`config.mk`:
```
export PLATFORM = sky130hd
export DESIGN_NAME = link_reconnect_backoff
export DESIGN_NICKNAME = d
export VERILOG_FILES = /design/src/sv/lrb_pkg.sv /design/src/sv/link_reconnect_backoff.sv
export SDC_FILE = /design/constraint.sdc
export NUM_CORES = 1
export LEC_CHECK = 0
export BUFFER_PORTS_ARGS = -buffer_cell sky130_fd_sc_hd__buf_2
export CELL_PAD_IN_SITES_DETAIL_PLACEMENT = 0
export CELL_PAD_IN_SITES_GLOBAL_PLACEMENT = 1
export CORE_AREA = 2 2 164 182
export CTS_CLUSTER_DIAMETER = 120
export DETAILED_ROUTE_END_ITERATION = 7
export DIE_AREA = 0 0 166 184
export GPL_ROUTABILITY_DRIVEN = 0
export GPL_TIMING_DRIVEN = 0
export PLACE_DENSITY = 0.88
export SYNTH_ARGS = -nofsm -noshare
export SYNTH_HDL_FRONTEND = slang
export SYNTH_SLANG_ARGS = --single-unit
```
`constraint.sdc`:
```
create_clock -name aclk -period 22.3 [get_ports aclk]
set_clock_uncertainty 0.2 [all_clocks]
set_input_delay 4.46 -clock aclk [delete_from_list [all_inputs] [get_ports aclk]]
set_output_delay 4.46 -clock aclk [all_outputs]
set_load 0.05 [all_outputs]
```
`src/sv/lrb_pkg.sv`:
```
// ----------------------------------------------------------------------------
// lrb_pkg: shared definitions for the link reconnect backoff supervisor
// Field widths, link state codes, register map and register reset values.
// ----------------------------------------------------------------------------
package lrb_pkg;

    // Default width of the millisecond time base.
    localparam int TIME_BITS_DEF = 32;

    // Width of every delay field and configuration register.
    localparam int DELAY_W = 24;

    // Link state codes as reported in the result item.
    localparam logic [1:0] ST_OFFLINE    = 2'd0;
    localparam logic [1:0] ST_CONNECTING = 2'd1;
    localparam logic [1:0] ST_ONLINE     = 2'd2;

    // Configuration port geometry.
    localparam int CFG_ADDR_W = 4;
    localparam int CFG_DATA_W = 32;

    // Register indexes, taken from paddr[3:2].
    localparam logic [1:0] REG_BACKOFF_START   = 2'd0;
    localparam logic [1:0] REG_BACKOFF_CAP     = 2'd1;
    localparam logic [1:0] REG_ATTEMPT_TIMEOUT = 2'd2;

    // Register reset values, milliseconds.
    localparam logic [DELAY_W-1:0] BACKOFF_START_RST   = 24'd1000;
    localparam logic [DELAY_W-1:0] BACKOFF_CAP_RST     = 24'd60000;
    localparam logic [DELAY_W-1:0] ATTEMPT_TIMEOUT_RST = 24'd10000;

    // Result item layout in m_tdata.
    localparam int OUT_FIELDS_W = 1 + 2 + 1 + 1 + DELAY_W;
    localparam int OUT_TDATA_W  = ((OUT_FIELDS_W + 7) / 8) * 8;

endpackage

```
`src/sv/link_reconnect_backoff.sv`:
```
// ----------------------------------------------------------------------------
// link_reconnect_backoff: reconnect supervisor with exponential backoff
// A poll is held in the input register and its result in the result register.
// Throughput: one poll item per cycle while the result side takes an item each
// cycle; a stalled result holds the input register and then the input stream.
// The rate is set by the single decision stage, which reads and updates the
// supervisor state in the same cycle a poll moves into the result register.
// Reset (aresetn, synchronous, active low): both stages empty, state set to
// connecting with no attempt or retry armed, registers at their defaults.
// ----------------------------------------------------------------------------
module link_reconnect_backoff #(
    parameter int TIME_BITS = lrb_pkg::TIME_BITS_DEF
) (
    input  logic                                aclk,
    input  logic                                aresetn,

    // Poll items.
    input  logic                                s_tvalid,
    output logic                                s_tready,
    // s_tdata, lowest bit first: now_ms[TIME_BITS], link_up[1], zero fill
    input  logic [((TIME_BITS + 1 + 7) / 8) * 8 - 1:0] s_tdata,

    // Result items.
    output logic                                m_tvalid,
    input  logic                                m_tready,
    // m_tdata, lowest bit first: online[1], link_state[2], start_connect[1],
    // drop_connect[1], retry_delay_ms[24], zero fill
    output logic [lrb_pkg::OUT_TDATA_W-1:0]     m_tdata,

    // Configuration port.
    input  logic                                psel,
    input  logic                                penable,
    input  logic                                pwrite,
    input  logic [lrb_pkg::CFG_ADDR_W-1:0]      paddr,
    input  logic [lrb_pkg::CFG_DATA_W-1:0]      pwdata,
    output logic [lrb_pkg::CFG_DATA_W-1:0]      prdata,
    output logic                                pready
);

    localparam int DW    = lrb_pkg::DELAY_W;
    localparam int SUM_W = TIME_BITS + DW;
    localparam int PAD_W = lrb_pkg::OUT_TDATA_W - lrb_pkg::OUT_FIELDS_W;

    // ------------------------------------------------------------------
    // Configuration registers. The register index is paddr[3:2]; writes
    // to an index beyond the map are dropped and read back as zero.
    // ------------------------------------------------------------------
    logic [DW-1:0] backoff_start_reg;
    logic [DW-1:0] backoff_cap_reg;
    logic [DW-1:0] attempt_timeout_reg;
    logic          cfg_write;
    logic [1:0]    cfg_index;

    assign pready    = 1'b1;
    assign cfg_write = psel && penable && pwrite && pready;
    assign cfg_index = paddr[3:2];

    always_ff @(posedge aclk) begin
        if (!aresetn) begin
            backoff_start_reg   <= lrb_pkg::BACKOFF_START_RST;
            backoff_cap_reg     <= lrb_pkg::BACKOFF_CAP_RST;
            attempt_timeout_reg <= lrb_pkg::ATTEMPT_TIMEOUT_RST;
        end else if (cfg_write) begin
            unique case (cfg_index)
                lrb_pkg::REG_BACKOFF_START:   backoff_start_reg   <= pwdata[DW-1:0];
                lrb_pkg::REG_BACKOFF_CAP:     backoff_cap_reg     <= pwdata[DW-1:0];
                lrb_pkg::REG_ATTEMPT_TIMEOUT: attempt_timeout_reg <= pwdata[DW-1:0];
                default: ;
            endcase
        end
    end

    always_comb begin
        unique case (cfg_index)
            lrb_pkg::REG_BACKOFF_START:
                prdata = {{(lrb_pkg::CFG_DATA_W - DW){1'b0}}, backoff_start_reg};
            lrb_pkg::REG_BACKOFF_CAP:
                prdata = {{(lrb_pkg::CFG_DATA_W - DW){1'b0}}, backoff_cap_reg};
            lrb_pkg::REG_ATTEMPT_TIMEOUT:
                prdata = {{(lrb_pkg::CFG_DATA_W - DW){1'b0}}, attempt_timeout_reg};
            default:
                prdata = '0;
        endcase
    end

    // ------------------------------------------------------------------
    // Stage handshakes. The input register takes a new poll whenever it
    // is empty or its item moves on in the same cycle; the item moves on
    // whenever the result register is empty or being drained. This keeps
    // one item per cycle flowing while results are taken; a waiting result stalls it.
    // ------------------------------------------------------------------
    logic                 in_valid_reg;
    logic [TIME_BITS-1:0] in_now_reg;
    logic                 in_up_reg;
    logic                 m_valid_reg;
    logic                 out_ready;
    logic                 advance;
    logic                 s_accept;

    assign out_ready = !m_valid_reg || m_tready;
    assign advance   = in_valid_reg && out_ready;
    assign s_tready  = !in_valid_reg || out_ready;
    assign s_accept  = s_tvalid && s_tready;
    assign m_tvalid  = m_valid_reg;

    always_ff @(posedge aclk) begin
        if (!aresetn) begin
            in_valid_reg <= 1'b0;
        end else if (s_tready) begin
            in_valid_reg <= s_tvalid;
        end
    end

    always_ff @(posedge aclk) begin
        if (s_accept) begin
            in_now_reg <= s_tdata[TIME_BITS-1:0];
            in_up_reg  <= s_tdata[TIME_BITS];
        end
    end

    // ------------------------------------------------------------------
    // Supervisor state.
    // ------------------------------------------------------------------
    logic [1:0]           status_reg,       status_next;
    logic                 attempt_active_reg, attempt_active_next;
    logic [DW-1:0]        backoff_reg,      backoff_next;
    logic [TIME_BITS-1:0] attempt_deadline_reg, attempt_deadline_next;
    logic [TIME_BITS-1:0] retry_deadline_reg,   retry_deadline_next;
    logic                 retry_armed_reg,  retry_armed_next;
    logic                 start_next;
    logic                 drop_next;

    // Deadlines are pending while (now - deadline) is negative, which
    // stays correct across a wrap of the time base.
    logic [TIME_BITS-1:0] attempt_diff;
    logic [TIME_BITS-1:0] retry_diff;
    logic                 attempt_pending;
    logic                 retry_pending;
    logic [DW:0]          backoff_twice;
    logic [DW-1:0]        backoff_grown;
    logic [SUM_W-1:0]     retry_sum;
    logic [SUM_W-1:0]     attempt_sum;

    assign attempt_diff    = in_now_reg - attempt_deadline_reg;
    assign retry_diff      = in_now_reg - retry_deadline_reg;
    assign attempt_pending = attempt_diff[TIME_BITS-1];
    assign retry_pending   = retry_diff[TIME_BITS-1];

    // First timeout uses the start value; later ones double, saturating
    // at the cap. A start above the cap is taken as given once.
    assign backoff_twice = {backoff_reg, 1'b0};
    always_comb begin
        if (backoff_reg == '0) begin
            backoff_grown = backoff_start_reg;
        end else if (backoff_twice > {1'b0, backoff_cap_reg}) begin
            backoff_grown = backoff_cap_reg;
        end else begin
            backoff_grown = backoff_twice[DW-1:0];
        end
    end

    assign retry_sum   = {{DW{1'b0}}, in_now_reg} + {{TIME_BITS{1'b0}}, backoff_grown};
    assign attempt_sum = {{DW{1'b0}}, in_now_reg}
                       + {{TIME_BITS{1'b0}}, attempt_timeout_reg};

    always_comb begin
        status_next           = status_reg;
        attempt_active_next   = attempt_active_reg;
        backoff_next          = backoff_reg;
        attempt_deadline_next = attempt_deadline_reg;
        retry_deadline_next   = retry_deadline_reg;
        retry_armed_next      = retry_armed_reg;
        start_next            = 1'b0;
        drop_next             = 1'b0;
        priority if (in_up_reg) begin
            // Link is up: online, backoff cleared, the retry deadline kept.
            attempt_active_next = 1'b0;
            backoff_next        = '0;
            status_next         = lrb_pkg::ST_ONLINE;
        end else if (attempt_active_reg && attempt_pending) begin
            status_next = lrb_pkg::ST_CONNECTING;
        end else if (attempt_active_reg) begin
            // Attempt timed out: abandon it and arm the retry deadline.
            drop_next           = 1'b1;
            attempt_active_next = 1'b0;
            backoff_next        = backoff_grown;
            retry_deadline_next = retry_sum[TIME_BITS-1:0];
            retry_armed_next    = 1'b1;
            status_next         = lrb_pkg::ST_OFFLINE;
        end else if (retry_armed_reg && retry_pending) begin
            status_next = lrb_pkg::ST_OFFLINE;
        end else begin
            // No retry pending (an unarmed retry counts as expired).
            start_next            = 1'b1;
            attempt_active_next   = 1'b1;
            attempt_deadline_next = attempt_sum[TIME_BITS-1:0];
            status_next           = lrb_pkg::ST_CONNECTING;
        end
    end

    always_ff @(posedge aclk) begin
        if (!aresetn) begin
            status_reg         <= lrb_pkg::ST_CONNECTING;
            attempt_active_reg <= 1'b0;
            backoff_reg        <= '0;
            retry_deadline_reg <= '0;
            retry_armed_reg    <= 1'b0;
        end else if (advance) begin
            status_reg         <= status_next;
            attempt_active_reg <= attempt_active_next;
            backoff_reg        <= backoff_next;
            retry_deadline_reg <= retry_deadline_next;
            retry_armed_reg    <= retry_armed_next;
        end
    end

    // The attempt deadline is only read while an attempt is active, and
    // it is written together with that flag, so it needs no reset.
    always_ff @(posedge aclk) begin
        if (advance) begin
            attempt_deadline_reg <= attempt_deadline_next;
        end
    end

    // ------------------------------------------------------------------
    // Result register.
    // ------------------------------------------------------------------
    logic [lrb_pkg::OUT_TDATA_W-1:0] m_data_reg;

    always_ff @(posedge aclk) begin
        if (!aresetn) begin
            m_valid_reg <= 1'b0;
        end else if (out_ready) begin
            m_valid_reg <= in_valid_reg;
        end
    end

    always_ff @(posedge aclk) begin
        if (advance) begin
            m_data_reg <= {{PAD_W{1'b0}}, backoff_next, drop_next, start_next,
                           status_next, in_up_reg};
        end
    end

    assign m_tdata = m_data_reg;

endmodule
```
== After elaboration in Yosys (flattened, before gate mapping) ==
Cells that the tools add are included.

* Register bits: 226
* Input port bits: 83
* Output and inout bits: 67
* Word-level logic and storage cells: 60

* Add/sub/neg operators: 4
* Magnitude comparators: 1
* Equality and inequality tests: 3
* Mux-type cells: 14
* Bitwise operators: 4
* Reductions and logical operators: 19

{| class="wikitable"
|+ Operator list
! cell !! count
|-
| $mux 24 || 5
|-
| $pmux 24 s3 || 1
|-
| $add 32x24->32 || 2
|-
| $sub 32x32->32 || 2
|-
| $gt 25x24->1 || 1
|-
| $logic_not 24->1 || 1
|-
| $mux 1 || 8
|-
| $reduce_and 2->1 || 4
|-
| $logic_and 1x1->1 || 6
|-
| $reduce_and 5->1 || 1
|-
| $not 1->1 || 4
|-
| $reduce_and 4->1 || 1
|-
| $eq 2x1->1 const B || 1
|-
| $eq 2x2->1 const B || 1
|-
| $logic_not 1->1 || 2
|-
| $logic_not 2->1 || 1
|-
| $logic_or 1x1->1 || 2
|-
| $ne 2x2->1 const B || 1
|-
| $reduce_or 2->1 || 1
|}

== Depth between registers and ports, before layout ==
* Word-level depth: 6
* Depth in mapped cells: 20
* Mapped depth without buffers: 19

== Worst setup path before layout ==
Ideal clock, no wire load.

* Kind: input to output
* From: in paddr[2] (netlist name)
* To: out prdata[10] (netlist name)
* Arrival time: 6504 ps
* Data required time: 17640 ps
* Slack: 11136 ps
* Cell stages on the path: 4
* Cell sequence: clkbuf_1 > buf_1 > mux2i_1 > o21ai_0

* Word-level cells in the longest chain between the ends: 2
* Elaborated cells between the ends (all ways): 4
* Those cells by class: eq/ne (2); mux (1); reduce/logical (1)

{| class="wikitable"
|+ RTL lines
! item !! line !! RTL
|-
| from (decl) || link_reconnect_backoff.sv:34 || <nowiki>input logic [lrb_pkg::CFG_ADDR_W-1:0] paddr,</nowiki>
|-
| $eq 2x2->1 (tied with other cells) || link_reconnect_backoff.sv:74 || <nowiki>unique case (cfg_index)</nowiki>
|-
| $pmux 24 s3 (*) || link_reconnect_backoff.sv:74 ||
|-
| to (decl) || link_reconnect_backoff.sv:36 || <nowiki>output logic [lrb_pkg::CFG_DATA_W-1:0] prdata,</nowiki>
|}

Every way passes the cells marked *; elsewhere a longest branch is shown, timed or not.

== Worst setup path after layout ==
* From: in paddr[2] (netlist name)
* To: out prdata[14] (netlist name)

The elaborated chain is that of the path after synthesis.

==> impl_metrics.yaml <==
outcome:
  status: "finished with violations"
  violations: "DRC"
synth:
  synth_seq_cells: 226
  yosysWarnings: 0
  yosysSeqAreaShare_pct: 39.4
  syn-cell-area_um2: 13900
  synth_async_sr_flop_share_pct: 0
  synth_xor_area_share_pct: 3.41
  synth_compound_area_share_pct: 20.1
  synthFlopType: "dfxtp_1"
  synth_cells: 1577
  synth_adder_area_share_pct: 12.1
  synth_area_per_cell_um2: 8.80
  synth_mux_area_share_pct: 3.17
  synth_cell_types: 69
  synth_edf_count: 94
  synth_top_family_by_area: "compound AO/OA/AOI/OAI gates"
  synth-simple-area-share_pct: 15.7
timing:
  fin_tns_setup_ps: 0
  worst_slew_pin_slew_ps: 1120
  relSlewSlack_pct: 24.2
  setup_violations: 0
  rsz0062_at_grt: "no"
  max_freq_mhz: 90.3
  min_period_ps: 11080
  final_max_slew_viol_count: 0
  finalHoldViolCount: 0
  min_period_over_period_pct: 49.7
final_layout:
  final_cell_area_um2: 15900
  n_fill_cell: 2639
  fin_util_pct: 55.8
  finish.net_count: 1956
  diodes: 0
  drive_gt1_share_pct: 11.1
  syn2layout_area_growth_pct: 14.7
placement:
  port_buffers: 119
  dp_hpwl_mm: 32.3
  place_area_um2: 15000
cts:
  clkSlewWorstSetupHoldPaths_ps: 60
  hold_buffers: 0
  cts.htree.levels: 1
  cts_tree: "built"
  cts.sink_count: 226
  postCtsSetupRepairBufs: 0
  cts_resized: 0
  clk_latency_ps: 540
  clock_path_buffers: 3
  cts_buffers: 27
  root_buffer: "clkbuf_16"
critical_path:
  cp.arrival_ps: 6420
  path_max_fanout: 10
  worstRegToRegCells: 20
  cp-start-kind: "primary input"
  worst_setup_path_end_kind: "primary output"
  critPathRequiredTime_ps: 17640
  worstSetupPathType: "in2out"
floorplan:
  num_rows: 65
  start_util_pct: 48.6
  die_w_um: 166
  dieArea_um2: 30500
  die_y_um: 184
  ioPinCount: 150
  coreArea_um2: 28500
detailed_routing:
  ant_nets: 0
  drtIter0Drc: 1199
  drc: 7
  dr_total_vias: 12200
  vias_per_cell: 5.73
  firstDrtPassIters: 8
  wire_per_inst_um: 19.4
  routed_wl_mm: 41.2
global_route:
  grt_pass1_vias: 11700
  grt_pass1_wl_mm: 64.0
  grt_max_degree: 34
  antenna_found_initial: 0
  grtUsageTotal_pct: 26.5
  grt_overflow_total: 0
worst_hold_path:
  min_path_cells: 2
  min_path_type: "reg2reg"
pwr:
  p_leak_uw: 0.00659
  p_per_area_nw_per_um2: 64.9
  ir_drop_mv: 0.0514
flow_run:
  maxCapViolations: 0
==> worst max-delay path, stage by stage <==
cell and delay, ps:
buf_2 90, clkbuf_1 430, clkbuf_1 680, mux2i_1 160
o21ai_0 270, buf_2 320
==> per-layer routing <==
metal | global-route usage, % | vias to the layer above | part of all wire [%]
li1 | - | 5933 | -
met1 | 34.5 | 5752 | 43
met2 | 45.8 | 409 | 48
met3 | 2.82 | 85 | 5.4
met4 | 9.50 | 0 | 3.4
met5 | 0 | - | 0
==> report_power, final <==
group / switching [uW] / leakage (uW) / internal [uW]
Combinational: 86.9 / 0.00419 / 46.8
Sequential: 11.5 / 0.00197 / 443
Clock: 177 / 0.000430 / 269
Total: 275 / 0.00659 / 759
==> cells in the final DEF, fill, tap and decap left out, types with 4 or more instances in the layout <==
master	netlist	layout
a211oi_1	23	23
a21boi_0	61	61
a21o_1	32	32
a21oi_1	92	92
a221oi_1	13	13
a222oi_1	6	6
and3_1	11	11
buf_1	5	5
buf_2	4	123
buf_4	13	17
clkbuf_1	57	63
clkbuf_16	0	27
clkbuf_8	0	4
clkinv_1	0	4
conb_1	2	12
dfxtp_1	132	132
edfxtp_1	94	94
ha_1	131	131
inv_1	133	133
mux2i_1	44	44
nand2_1	261	261
nand2b_1	9	9
nand3_1	33	33
nand4_1	19	19
nor2_1	51	51
nor2b_1	31	30
nor3_1	28	28
nor4_1	9	9
o211ai_1	16	16
o21a_1	10	10
o21ai_0	88	88
o21bai_1	4	4
o22ai_1	47	47
or2_2	5	5
or3_1	4	4
xnor2_1	40	40
xor2_1	14	14
==> metrics by stage <==
step           total power (uW)  hold slack, ps  cells  setup slack (ps)
2_1_floorplan               552             246   1587             11140
4_1_cts                    1040             270   2127             11280
3_3_place_gp                592             257   2074              8480
3_5_place_dp                595             260   2079             11270
5_1_grt                    1070             305   2127             11070
6_report                   1030             270   2127             11220
==> cell usage after synthesis (5+ instances only) <==
cell	n	share of area, %
nor2b_1	31	1.4
xnor2_1	40	2.5
a21boi_0	61	3.3
nand4_1	19	0.86
or2_2	5	0.23
o22ai_1	47	2.1
and3_1	11	0.50
dfxtp_1	132	19
nor4_1	9	0.41
ha_1	131	12
xor2_1	14	0.88
o21ai_0	88	3.2
o211ai_1	16	0.87
clkbuf_1	57	1.5
a21o_1	32	1.7
nand2b_1	9	0.41
nand2_1	261	7.1
nand3_1	33	1.2
nor2_1	51	1.4
buf_1	5	0.14
inv_1	133	3.6
a221oi_1	13	0.82
a222oi_1	6	0.43
edfxtp_1	94	20
a21oi_1	92	3.3
nor3_1	28	1.0
mux2i_1	44	3.2
buf_4	13	0.70
a211oi_1	23	1.2
o21a_1	10	0.54
==> path summary, 6_finish.rpt <==
kind | start | to | slack, ps
worst max-delay path | paddr[2] | prdata[14] | 11220
worst min-delay path | retry_deadline_reg[21] | retry_deadline_reg[21] | 270
worst max register to register | backoff_cap_reg[18] | retry_deadline_reg[26] | 16080
worst min register to register | retry_deadline_reg[21] | retry_deadline_reg[21] | 270
==> cell type report <==
cell class | instances | area (um^2) | share of cell area (%)
multi-input cells | 1149 | 7620 | 47.8
clock inverters | 11 | 131 | 0.825
inverters | 133 | 499 | 3.14
plain buffers | 79 | 350 | 2.20
well taps | 368 | 460 | 2.89
repair buffers | 124 | 646 | 4.06
clock buffers | 37 | 753 | 4.73
flip-flops and latches | 226 | 5470 | 34.3
==> logic make-up (layout without fill, tap and decap cells) <==
| family | after synthesis | count (layout) |
|---|---|---|
| AND/OR/NAND/NOR | 479 | 479 |
| buffers and inverters | 212 | 384 |
| flip-flops | 226 | 226 |
| multiplexers | 44 | 44 |
| AO/OA/AOI/OAI | 427 | 427 |
| other | 2 | 12 |
| adder cells (fa/ha/maj) | 133 | 133 |
| XOR/XNOR | 54 | 54 |
No activity file was read; power rests on OpenSTA's default activity.
